<file path="config.mk">
export PLATFORM = sky130hd
export DESIGN_NAME = rgbw_pxf_store
export DESIGN_NICKNAME = d
export VERILOG_FILES = /design/src/sv/rgbw_pxf_pkg.sv /design/src/sv/rgbw_pxf_store.sv
export SDC_FILE = /design/constraint.sdc
export NUM_CORES = 2
export LEC_CHECK = 0
export CAP_MARGIN = 5
export CORE_MARGIN = 2
export CORE_UTILIZATION = 60
export DETAILED_ROUTE_END_ITERATION = 6
export DONT_BUFFER_PORTS = 1
export GPL_ROUTABILITY_DRIVEN = 1
export PLACE_DENSITY = 0.76
export SYNTH_ARGS = -nofsm -noshare
export SYNTH_HDL_FRONTEND = slang
export SYNTH_MEMORY_MAX_BITS = 65536
export SYNTH_SLANG_ARGS = --single-unit
export TNS_END_PERCENT = 30
</file>
<file path="constraint.sdc">
create_clock -name clk -period 5.25 [get_ports clk]
set_clock_uncertainty 0.2 [all_clocks]
set_input_delay 1.3125 -clock clk [delete_from_list [all_inputs] [get_ports clk]]
set_output_delay 1.3125 -clock clk [all_outputs]
set_load 0.01 [all_outputs]
</file>
<file path="src/sv/rgbw_pxf_pkg.sv">
// ----------------------------------------------------------------------------
// rgbw_pxf_pkg
// Shared types, opcodes and widths of the RGBW crossfade engine.
// ----------------------------------------------------------------------------
`timescale 1ns / 1ps
package rgbw_pxf_pkg;

    localparam int PIXELS_DEF = 144;
    localparam int CHAN_W     = 8;
    localparam int DVD_W      = 24;
    localparam int DVS_W      = 16;
    localparam int DCNT_W     = 5;

    localparam logic [9:0] STEP_TIME_RST = 10'd10;

    localparam logic [1:0] OP_RANGE  = 2'd0;
    localparam logic [1:0] OP_SINGLE = 2'd1;
    localparam logic [1:0] OP_TICK   = 2'd2;
    localparam logic [1:0] OP_READ   = 2'd3;

    typedef struct packed {
        logic [1:0]  op;
        logic [9:0]  first_pixel;
        logic [9:0]  last_pixel;
        logic [7:0]  red;
        logic [7:0]  green;
        logic [7:0]  blue;
        logic [7:0]  white;
        logic [15:0] duration_ms;
    } cmd_t;

    typedef struct packed {
        logic [7:0]  read_red;
        logic [7:0]  read_green;
        logic [7:0]  read_blue;
        logic [7:0]  read_white;
        logic        frame_shown;
        logic        busy_res;
        logic [15:0] step_index;
    } res_t;

    typedef struct packed {
        logic             start;
        logic [DVD_W-1:0] dividend;
        logic [DVS_W-1:0] divisor;
    } div_req_t;

    typedef struct packed {
        logic             done;
        logic [DVD_W-1:0] quotient;
    } div_rsp_t;

endpackage

</file>
<file path="src/sv/rgbw_pxf_store.sv">
// ----------------------------------------------------------------------------
// rgbw_pxf_store
// Pixel store: one write port, one read port with registered data.
// ----------------------------------------------------------------------------
`timescale 1ns / 1ps
module rgbw_pxf_store #(
    parameter int PIXELS = rgbw_pxf_pkg::PIXELS_DEF,
    parameter int AW     = (PIXELS > 1) ? $clog2(PIXELS) : 1
) (
    input  logic          clk,
    input  logic          we,
    input  logic [AW-1:0] waddr,
    input  logic [31:0]   wdata,
    input  logic          re,
    input  logic [AW-1:0] raddr,
    output logic [31:0]   rdata
);
    logic [31:0] mem [PIXELS];
    logic [31:0] rdata_reg;

    always_ff @(posedge clk)
    begin
        if (we)
        begin
            mem[waddr] <= wdata;
        end
        if (re)
        begin
            rdata_reg <= mem[raddr];
        end
    end

    assign rdata = rdata_reg;

endmodule

</file>
# Word-level counts from Yosys, hierarchy flattened
# Memories as Yosys holds them, arrays and structs flattened. A register that Yosys moved wholly into a read port is not among the register bits.
# Cells that the tools add are included.
# word_totals
latchBits	0
ramBits	4608
in_bits	51
word_cells	3
n_memories	1
register_bits	0
rom_bits	0
# classes
addsub	0
shift	0
n_eq_ne	0
reduce_logical	0
div	0
muxes	2
bitwise	0
magnitude_cmp	0
n_mul	0
# memory_table
memory	depth	width	rd	rd_clocked_by_memory_dff	wr	line_no	text
mem	144	32	1	1	1	rgbw_pxf_store.sv:18	logic [31:0] mem [PIXELS];
# op_table
operator	count
$mux W1	2

# Logic depth before layout (Yosys ltp)
# depth
word_depth	2
mapped_depth	12
mapped_depth_nobuf	6

# Worst setup path after synthesis
# No wires, ideal clock.
# synth_path
kind	input to register
startpoint	input port waddr[3]
endpoint	memory mem[123][0], enable pin
t_required_ps	4629
setup_ps	421
slack_ps	1033
stages	5
arrival_ps	3596
cell_sequence	clkbuf_1 -> nor2b_1 -> clkbuf_1 -> nand4_1 -> nor2_1
# synth_rtl
element	line_no	text
start: declaration	rgbw_pxf_store.sv:12	input logic [AW-1:0] waddr,
end: declaration	rgbw_pxf_store.sv:18	
# No word-level cell before the write port.

==> results.json <==
{
  "status": "finished with violations",
  "violations": "design-rule violations",
  "drc": 35,
  "required_ns": 5.77,
  "design.portCount": 83,
  "port_buffers": 0,
  "r2r-end": "rdata[14]",
  "syn_nets": 7847,
  "postSynth.asyncResetShare": 0,
  "start_util": 0.603,
  "num_rows": 199,
  "antenna_found_initial": 36,
  "r2r-start": "mem[35][14]",
  "worstSkewPairLatency_ns": 1.01,
  "synth_ff_type": "edfxtp_1",
  "leakage_nw": 62.1,
  "fmax_mhz": 196,
  "grt_use_total": 0.321,
  "cts.sinks": 4640,
  "min_period_over_period": 0.973,
  "grt_setup_unrepaired": "true",
  "slew_violations": 0,
  "p_switching_mw": 15.7,
  "die-area_um2": 300000,
  "final_nets": 8281,
  "finalSetupViolations": 0,
  "powerDensity_nw_per_um2": 378,
  "hold_viol_final": 0,
  "numCtsBuffers": 442,
  "largest_reg_flops": 4608,
  "gp_congestion": 0.856,
  "core-area_um2": 294000,
  "synth-seq-cells": 4640,
  "hp-class": "input port to flop",
  "grt_overflow": 0,
  "worst-setup-path-type": "input port to flop",
  "grt_max_degree": 816,
  "combPwrFrac": 0.040,
  "syn_avg_cell_area_um2": 22.7,
  "die_h_um": 548,
  "ys_types": 46,
  "drive_above_1_share": 0.265,
  "min_path_cells": 0,
  "period_needed_ns": 5.11,
  "cts_root_buf": "clkbuf_16",
  "synth_edf_count": 4640,
  "yosysSeqAreaShare": 0.786,
  "fin_setup_tns_ns": 0,
  "via_per_inst": 7.09,
  "worstPathMaxFanout": 152,
  "num_vias": 88800,
  "tightest_slew_ns": 1.41,
  "die_x_um": 548,
  "post_cts_buffers": 0,
  "syn_inst": 7796,
  "synth-warning-count": 0,
  "p_seq_frac": 0.546,
  "cts_max_level": 5,
  "cellInternalPower_mw": 59.4,
  "drt-total-wl_um": 480000,
  "switching_share": 0.209,
  "worstRegToRegCells": 8,
  "postRouteAntennaNets": 0,
  "crit_path_start_kind": "input port",
  "dr.pass1.iters": 7,
  "rrSetupSlack_ns": 1.78,
  "cp.arrival_ns": 5.63,
  "syn_area_um2": 177000,
  "clk_pin_slew_ns": 0.06,
  "cts_tree": "yes",
  "post_drt_wl_per_cell_um": 38.3,
  "startpoint": "raddr[0]",
  "vdd_drop_max_mv": 0.363,
  "drt_iter0_drc": 16800,
  "slew-limit-headroom": 0.0590,
  "drv_cap": 0,
  "clockPowerShare": 0.414,
  "grt_pass1_wl_um": 673000,
  "power.total_mw": 75.1,
  "clockBufferDepth": 4,
  "critPathCapture": "rdata[19]",
  "hold_buffers": 0,
  "hpwl_um": 250000,
  "cp-end-kind": "flop",
  "grt_pass1_vias": 88800,
  "syn2layout_area_growth_pct": 12.2
}
==> worst max-delay path: stages <==
cell and delay (ns):
buf_16 0.44, buf_16 0.67, buf_16 0.60, mux4_2 0.59, a211oi_1 0.28, buf_4 0.18, a211oi_1 0.04, buf_4 0.21
nor2_2 0.24, buf_4 0.17, o22ai_1 0.07
==> per-layer routing <==
metal / vias up / track usage / part of all wire
met1: 46100 / 0.431 / 0.33
met2: 7342 / 0.492 / 0.47
met5: - / 0 / 0.00032
li1: 34200 / - / -
met4: 22 / 0.161 / 0.059
met3: 1172 / 0.0886 / 0.14
==> cell type report <==
type	count	area (um2)
multi-input combinational	2703	36600
timing repair buffer	440	3900
antenna	12	30.0
sequential	4640	139000
inverter	3	11.3
clock inverter	274	2570
fill	17200	95000
tap	3919	4900
clock buffer	536	11500
==> cells in the final DEF (no fill, tap or decap), types with 22 or more instances in the layout <==
master | Yosys | routed
mux2i_1 | 437 | 437
clkinv_2 | 0 | 79
nor2_1 | 210 | 63
a211oi_1 | 107 | 106
edfxtp_1 | 4640 | 4640
nor2b_1 | 67 | 63
o221ai_1 | 36 | 36
a22oi_1 | 86 | 86
nand3_1 | 79 | 76
o22ai_1 | 158 | 158
nand4_1 | 22 | 22
nor2_4 | 0 | 145
a21oi_1 | 75 | 74
clkinv_1 | 1 | 121
mux4_2 | 1064 | 1064
clkbuf_1 | 181 | 91
bufinv_16 | 0 | 34
buf_4 | 79 | 405
nor3_1 | 42 | 42
o21ai_0 | 78 | 71
nand2_1 | 79 | 76
clkbuf_16 | 0 | 446
==> synth_stat cells, types with 2 or more instances <==
| cell | instances | area (um2) |
|---|---|---|
| o221ai_1 | 36 | 315 |
| a221oi_1 | 19 | 166 |
| o31ai_1 | 12 | 90.1 |
| nand2b_1 | 10 | 62.6 |
| o31a_1 | 10 | 87.6 |
| o22ai_1 | 158 | 988 |
| a21o_1 | 4 | 30.0 |
| mux4_2 | 1064 | 24000 |
| mux2i_1 | 437 | 4370 |
| nor3_1 | 42 | 210 |
| inv_1 | 2 | 7.51 |
| buf_1 | 41 | 154 |
| a211oi_1 | 107 | 803 |
| a31oi_1 | 11 | 68.8 |
| or2_2 | 3 | 18.8 |
| buf_4 | 79 | 593 |
| a21oi_1 | 75 | 375 |
| buf_8 | 5 | 75.1 |
| a22oi_1 | 86 | 646 |
| buf_6 | 42 | 473 |
| nor2b_1 | 67 | 419 |
| nand2_1 | 79 | 297 |
| nand3_1 | 79 | 395 |
| a2111o_1 | 2 | 22.5 |
| and2_1 | 5 | 31.3 |
| a2111oi_0 | 22 | 193 |
| o21ai_0 | 78 | 390 |
| a311oi_1 | 5 | 43.8 |
| nand3b_1 | 2 | 15.0 |
| a32oi_1 | 18 | 158 |
| a22o_1 | 7 | 61.3 |
| o211ai_1 | 17 | 128 |
| nor2_1 | 210 | 788 |
| edfxtp_1 | 4640 | 139000 |
| o41ai_1 | 5 | 43.8 |
| clkbuf_1 | 181 | 679 |
| nand4_1 | 22 | 138 |
| nor3b_1 | 3 | 22.5 |
| buf_2 | 102 | 510 |
| o2111ai_1 | 3 | 26.3 |
==> metrics by stage <==
stage	utilization	hold WS, ns	instances	worst slack [ns]	area [um2]
after floorplan	-	0.643	7796	1.03	177000
after global placement	0.628	0.801	11700	-1.99	184000
after detailed placement	0.628	0.829	11700	-2.01	184000
after CTS	0.676	0.167	12500	0.0137	199000
after global routing	0.677	0.191	12500	-0.0303	199000
final	0.677	0.216	12500	0.144	199000
==> power by group through the flow <==
stage | Clock, mW | Sequential, mW | Combinational, mW
2_1_floorplan | 0 | 41.7 | 1.91
3_3_place_gp | 0 | 41.8 | 2.61
3_5_place_dp | 0 | 41.8 | 2.63
4_1_cts | 31.2 | 41.0 | 2.68
5_1_grt | 32.6 | 41.0 | 3.05
6_report | 31.1 | 41.0 | 2.97
==> how the worst min path moves through the flow <==
stage,slack [ns],endpoint,from
floorplan,0.64,rdata[12],mem[8][12]
global placement,0.80,rdata[12],mem[67][12]
detailed placement,0.83,rdata[12],mem[66][12]
CTS,0.17,mem[120][16],wdata[16]
global route,0.19,mem[113][16],wdata[16]
finish,0.22,mem[113][16],wdata[16]
==> cell families (layout without fill, tap and decap cells) <==
family | count (synthesis) | after routing | synth area share
DFF | 4640 | 4640 | 0.786
AOI/OAI and AO/OA | 677 | 677 | 0.0263
other | 0 | 12 | 0
and+or+nand+nor | 524 | 524 | 0.0136
muxes | 1502 | 1502 | 0.160
buffers and inverters | 453 | 1253 | 0.0141
==> timing repair <==
| action | 4_1_cts | 5_1_grt |
|---|---|---|
| pin swaps | 0 | 0 |
| gates cloned | 3 | 1 |
| setup endpoints to repair | 32 | 15 |
| gates resized for setup | 5 | 10 |
Note: power is estimated with default switching activity, not from simulation.
