==> config.mk <==
export PLATFORM = sky130hd
export DESIGN_NAME = rgbw_pxf_div
export DESIGN_NICKNAME = d
export VERILOG_FILES = /design/src/sv/rgbw_pxf_pkg.sv /design/src/sv/rgbw_pxf_div.sv
export SDC_FILE = /design/constraint.sdc
export NUM_CORES = 1
export LEC_CHECK = 0
export BUFFER_PORTS_ARGS = -buffer_cell sky130_fd_sc_hd__buf_2
export CAP_MARGIN = 30
export CORE_UTILIZATION = 55
export DETAILED_ROUTE_END_ITERATION = 7
export PLACE_DENSITY_LB_ADDON = 0.25
export SLEW_MARGIN = 10
export SYNTH_ARGS = -nofsm -noshare
export SYNTH_HDL_FRONTEND = slang
export SYNTH_SLANG_ARGS = --single-unit
export TNS_END_PERCENT = 100
==> constraint.sdc <==
create_clock -name clk -period 2.6 [get_ports clk]
set_input_delay 0.26 -clock clk [delete_from_list [all_inputs] [get_ports clk]]
set_output_delay 0.26 -clock clk [all_outputs]
set_load 0.1 [all_outputs]
==> src/sv/rgbw_pxf_pkg.sv <==
// ----------------------------------------------------------------------------
// rgbw_pxf_pkg
// Shared types, opcodes and widths of the RGBW crossfade engine.
// ----------------------------------------------------------------------------
`timescale 1ns / 1ps
package rgbw_pxf_pkg;

    localparam int PIXELS_DEF = 144;
    localparam int CHAN_W     = 8;
    localparam int DVD_W      = 24;
    localparam int DVS_W      = 16;
    localparam int DCNT_W     = 5;

    localparam logic [9:0] STEP_TIME_RST = 10'd10;

    localparam logic [1:0] OP_RANGE  = 2'd0;
    localparam logic [1:0] OP_SINGLE = 2'd1;
    localparam logic [1:0] OP_TICK   = 2'd2;
    localparam logic [1:0] OP_READ   = 2'd3;

    typedef struct packed {
        logic [1:0]  op;
        logic [9:0]  first_pixel;
        logic [9:0]  last_pixel;
        logic [7:0]  red;
        logic [7:0]  green;
        logic [7:0]  blue;
        logic [7:0]  white;
        logic [15:0] duration_ms;
    } cmd_t;

    typedef struct packed {
        logic [7:0]  read_red;
        logic [7:0]  read_green;
        logic [7:0]  read_blue;
        logic [7:0]  read_white;
        logic        frame_shown;
        logic        busy_res;
        logic [15:0] step_index;
    } res_t;

    typedef struct packed {
        logic             start;
        logic [DVD_W-1:0] dividend;
        logic [DVS_W-1:0] divisor;
    } div_req_t;

    typedef struct packed {
        logic             done;
        logic [DVD_W-1:0] quotient;
    } div_rsp_t;

endpackage

==> src/sv/rgbw_pxf_div.sv <==
// ----------------------------------------------------------------------------
// rgbw_pxf_div
// Restoring divider, one quotient bit per cycle, done pulse at the end.
// ----------------------------------------------------------------------------
`timescale 1ns / 1ps
module rgbw_pxf_div (
    input  logic                  clk,
    input  logic                  rst_n,
    input  rgbw_pxf_pkg::div_req_t req,
    output rgbw_pxf_pkg::div_rsp_t rsp
);
    import rgbw_pxf_pkg::*;

    logic              run_reg, run_next;
    logic              done_reg, done_next;
    logic [DCNT_W-1:0] cnt_reg, cnt_next;
    logic [DVS_W-1:0]  rem_reg, rem_next;
    logic [DVD_W-1:0]  quo_reg, quo_next;
    logic [DVS_W-1:0]  dvs_reg, dvs_next;
    logic [DVS_W:0]    trial;
    logic              fits;

    always_comb
    begin
        trial     = {rem_reg, quo_reg[DVD_W-1]};
        fits      = trial >= {1'b0, dvs_reg};
        run_next  = run_reg;
        done_next = 1'b0;
        cnt_next  = cnt_reg;
        rem_next  = rem_reg;
        quo_next  = quo_reg;
        dvs_next  = dvs_reg;
        if (req.start)
        begin
            run_next = 1'b1;
            cnt_next = DCNT_W'(DVD_W - 1);
            rem_next = '0;
            quo_next = req.dividend;
            dvs_next = req.divisor;
        end
        else if (run_reg)
        begin
            // shift in one dividend bit, subtract where it fits
            rem_next = fits ? DVS_W'(trial - {1'b0, dvs_reg}) : trial[DVS_W-1:0];
            quo_next = {quo_reg[DVD_W-2:0], fits};
            cnt_next = cnt_reg - 1'b1;
            if (cnt_reg == '0)
            begin
                run_next  = 1'b0;
                done_next = 1'b1;
            end
        end
    end

    always_ff @(posedge clk or negedge rst_n)
    begin
        if (!rst_n)
        begin
            run_reg  <= 1'b0;
            done_reg <= 1'b0;
        end
        else
        begin
            run_reg  <= run_next;
            done_reg <= done_next;
        end
    end

    always_ff @(posedge clk)
    begin
        cnt_reg <= cnt_next;
        rem_reg <= rem_next;
        quo_reg <= quo_next;
        dvs_reg <= dvs_next;
    end

    assign rsp.done     = done_reg;
    assign rsp.quotient = quo_reg;

endmodule

# == Word-level counts from Yosys, hierarchy flattened ==
# Cells that the tools add are included.
# classes
add_sub_neg,2
order_cmp,1
muxes,9
n_reduce_logical,2
# op_table
op,n
24-bit 2-to-1 mux,2
17-bit by 16-bit greater-or-equal comparator with 1-bit output,1
16-bit 2-to-1 mux,1
16-bit subtractor,1
1-bit 2-to-1 mux,6
5-bit logical NOT,1
5-bit by 1-bit subtractor with 5-bit output (second input constant),1
2-bit nonzero test,1
# totals
reg_bits,63
in_bits,43
output_inout_bits,25
wordCells,20

# == Longest topological paths before layout ==
# logic_depth
depth_word,4
mapped_depth,10
mapped_depth_nobuf,10

# == Worst setup path after synthesis ==
# OpenSTA, ideal clock, no wires.
# synth_timing
kind,reg-to-reg
start,register quo_reg[23]
end,register rem_reg[10]
setup_ps,92
t_arrival_ps,2809
required_time_ps,2508
setup_slack_ps,-301
path_stages_with_launch,11
path_buffers,0
period_less_slack_ps,2901
path_cell_list,edfxtp_1 -> inv_1 -> ha_1 -> fa_1 -> nand2b_1 -> a211oi_1 -> o21ai_0 -> a41oi_1 -> xnor2_1 -> and3_1 -> nor4_1
# synth_via
elab_chain_len,2
word_cells_on_any_way,3
classes_between,add/sub (1); order compare (1); mux (1)
# synth_lines
item,line_no,rtl
start: declaration,rgbw_pxf_div.sv:18,"logic [DVD_W-1:0] quo_reg, quo_next;"
start signal: assignment,rgbw_pxf_div.sv:73,quo_reg <= quo_next;
16-bit subtractor or 17-bit by 16-bit greater-or-equal comparator with 1-bit output (tied branches),"rgbw_pxf_div.sv:44, rgbw_pxf_div.sv:26",
16-bit 2-to-1 mux (*),rgbw_pxf_div.sv:44,"rem_next = fits ? DVS_W'(trial - {1'b0, dvs_reg}) : trial[DVS_W-1:0];"
end signal: assignment,rgbw_pxf_div.sv:72,rem_reg <= rem_next;
end: declaration,rgbw_pxf_div.sv:17,"logic [DVS_W-1:0] rem_reg, rem_next;"
# Every way passes the cells marked *; elsewhere a longest branch is shown, timed or not.
# A chain may end at the register's enable or synchronous reset.

# == Final worst setup path ==
# layout_timing
start,register dvs_reg[6]
end,register rem_reg[1]
# layout_via
elab_chain_len,2
# layout_lines
item,line_no,rtl
start: declaration,rgbw_pxf_div.sv:19,"logic [DVS_W-1:0] dvs_reg, dvs_next;"
start signal: assignment,rgbw_pxf_div.sv:74,dvs_reg <= dvs_next;
17-bit by 16-bit greater-or-equal comparator with 1-bit output,rgbw_pxf_div.sv:26,"fits = trial >= {1'b0, dvs_reg};"
16-bit 2-to-1 mux,rgbw_pxf_div.sv:44,
# No other way between the ends.

==> run metrics <==
hpwl dp about 4.8 mm; reg2reg start dvs_reg[6]; Synth area leader edfxtp_1; Iteration-0 DRC Markers 148; drt drc 0; Setup crit start dvs_reg[6]; Yosys warning total 0; clock buffer count from CTS 9; number of port buffers 67; gr usage total 22.1%; Post-synth EDFFs 40; Post-Syn Instances 317; clk buf depth 2; Levels on crit path 10; Cell Pwr Density 667 nW/um^2; FF+latch count, synth 63; die area about 6600 um^2; Yosys top cell area share around a third; sequential share of power 41.4%; minimum clock period 2.49 ns; clk slew on worst S/H paths about 0.070 ns; final hold violation count 0; final cell count without fillers 474; Avg Cell Area, Syn 10.8 um^2; Clock Tree Root clkbuf_8; drt wl/cell 14.5 um; Largest register FFs 24; Seq/Total Area, Yosys 48.8%; Post-DRT Antenna Nets 0; GPL Wtd Cong roughly 0.87; Final Instance Area 4230 um^2; dpl cells 456; DP Area 3960 um^2; worst-path maximum fanout 7; Initial Util 57.5%; endpoint class of the critical path flop; setup TNS 0 ns; worst r2r path cells 10; Hold Path Class primary input to flop; largest net degree at the start of global routing 44; H-tree lvl count 3; clk sinks 63; Top Family by Delay on Critical Path simple AND/OR/NAND/NOR gates; fin. max-slew vios 0; Int Pwr 1.99 mW; Crit path top cell by count nor3_1; Combinational Power Share 20.8%; n_diodes 0; status complete, no violations; worst skew pair latency 0.34 ns; CP max stage delay about 0.37 ns; drt via density 5.54; Net Sw Frac 29.5%; fmax 402 MHz; Clock power frac 37.9%; ys flop type edfxtp_1; WL final 6.89 mm; Placeable Area 5960 um^2; worst setup margin between 0.1 and 0.15 ns; vias in the first global route 2449; crit path buf inv count 2; critical setup path kind flop to flop; Synth-to-Final Area Change 23.5%; Pre-antenna DRT Iters 5; Top Ports slightly below 70; fillcell total roughly 460; first-pass GRT wire length 10.9 mm; CP Cell Sequence inv_1 -> ha_1 -> and3_1 -> nand4_1 -> nor4_2 -> nor3_1 -> a21oi_4 -> buf_4 -> nor3_1 -> or3_1; period utilization approximately 96%; Row Count 28; distinct cell type count after synthesis 46; remaining global-route overflow 0; Die X around 81 um; via count between 2000 and 3000; Peak VDD IR between 500 and 600 uV; LEAKAGE 1.80 nW; switching pwr roughly 0.83 mW; Worst Path Required 2.82 ns; Hold Crit Start req[0]; number of max-cap violations 0; Setup crit start kind flop; Nets 455; CP max-delay cell ha_1; clock tree from TritonCTS done; relative slew slack a little over 60%; initial antenna violation count 0; Netlist Area Pre-Place 3430 um^2; Async SR Flop Fraction 3.17%; # setup viols final 0; worst-margin pin slew between 0.5 and 0.6 ns; Critical Path AT 2.71 ns; clk_skew 0.0103 ns; hold path depth 1; Die H 80.9 um; pre-CTS WS 0.151 ns; Area contributors post-synth edfxtp_1 (35%), dfxtp_1 (12%), mux2_2 (8.2%); syn_nets 378; Total Power 2.82 mW; layout cell share with drive strength beyond 1 33.3%
## cell families after synthesis
family                   synth area share, %
AO/OA/AOI/OAI                           11.5
XOR/XNOR                                4.09
adder cells (fa/ha/maj)                 6.79
buffers and inverters                   4.82
flip-flops                              48.8
multiplexers                            10.3
AND/OR/NAND/NOR                         13.8
## placed cells by master (no fill, tap or decap), types with 3 or more instances in the layout
cell type | synthesis | routed
a211oi_1 | 10 | 8
a21o_1 | 4 | 4
a21oi_1 | 12 | 12
and3_1 | 3 | 3
buf_12 | 0 | 3
buf_2 | 0 | 67
buf_4 | 1 | 10
bufinv_16 | 0 | 3
clkbuf_8 | 0 | 11
dfxtp_1 | 21 | 21
edfxtp_1 | 40 | 40
ha_1 | 17 | 16
inv_1 | 24 | 24
mux2_2 | 25 | 24
mux2i_1 | 7 | 7
nand2_1 | 19 | 19
nand2b_1 | 11 | 9
nand3_1 | 6 | 6
nand4_1 | 4 | 4
nor2_1 | 25 | 25
nor3_1 | 5 | 5
nor3b_1 | 3 | 3
o21ai_0 | 14 | 12
o221ai_1 | 3 | 3
or3_1 | 4 | 4
xnor2_1 | 11 | 11
xor2_1 | 5 | 5
## metal layers
| metal | GRT usage (%) | wire, um | vias up |
|---|---|---|---|
| met1 | 27.8 | 3140 | 1250 |
| met4 | 12.0 | 111 | 0 |
| li1 | - | - | 1301 |
| met2 | 35.0 | 3420 | 64 |
| met3 | 5.06 | 212 | 11 |
| met5 | 0 | 0 | - |
## through the flow
stage          util, %  hold slack [ns]
2_1_floorplan        -          -0.0356
3_3_place_gp      66.5           0.0448
3_5_place_dp      66.5           0.0492
4_1_cts           70.8           0.0814
5_1_grt           71.1           0.0768
6_report          71.1           0.0954
## repair_timing
item | in CTS | in global routing
resized for setup | 0 | 1
endpoints found under the hold margin | 2 | 0
hold buffers | 1 | 0
setup buffers | 0 | 1
endpoints found under the setup margin | 0 | 12
## final timing paths
| check | endpoint | slack, ns |
|---|---|---|
| hold / removal | dvs_reg[0] | 0.1 |
| setup reg to reg | rem_reg[1] | 0.11 |
| min in group asynchronous | run_reg | 0.23 |
| max in group asynchronous | done_reg | 2.28 |
| setup / recovery | rem_reg[1] | 0.11 |
| hold reg to reg | rem_reg[8] | 0.51 |
## area by class of cell
class | count | area (um^2) | share of cell area, %
clock buffers | 13 | 159 | 3.76
clock inverters | 3 | 90.1 | 2.13
inverters | 24 | 90.1 | 2.13
multi-input cells | 215 | 1650 | 38.9
flip-flops and latches | 63 | 1670 | 39.5
well taps | 75 | 93.8 | 2.22
repair buffers | 81 | 480 | 11.4
## power groups by stage
stage	Combinational (mW)	Sequential, mW	Clock (mW)
2_1_floorplan	0.187	1.47	0
3_3_place_gp	0.574	1.19	0
3_5_place_dp	0.582	1.19	0
4_1_cts	0.587	1.17	1.09
5_1_grt	0.619	1.18	1.13
6_report	0.587	1.17	1.07
## Yosys cell counts, drive strengths merged, types with 2 or more instances
library cell	number
edfxtp	40
mux2	25
nor2	25
inv	24
dfxtp	21
nand2	19
ha	17
a21oi	14
o21ai	14
clkbuf	12
nand2b	11
xnor2	11
a211oi	10
mux2i	7
nand3	6
nor3	5
xor2	5
a21o	4
nand4	4
or3	4
and3	3
buf	3
nor3b	3
nor4	3
o221ai	3
a21boi	2
a311oi	2
a31oi	2
a41oi	2
dfrtp	2
nand3b	2
No activity file was read; power rests on OpenSTA's default activity.
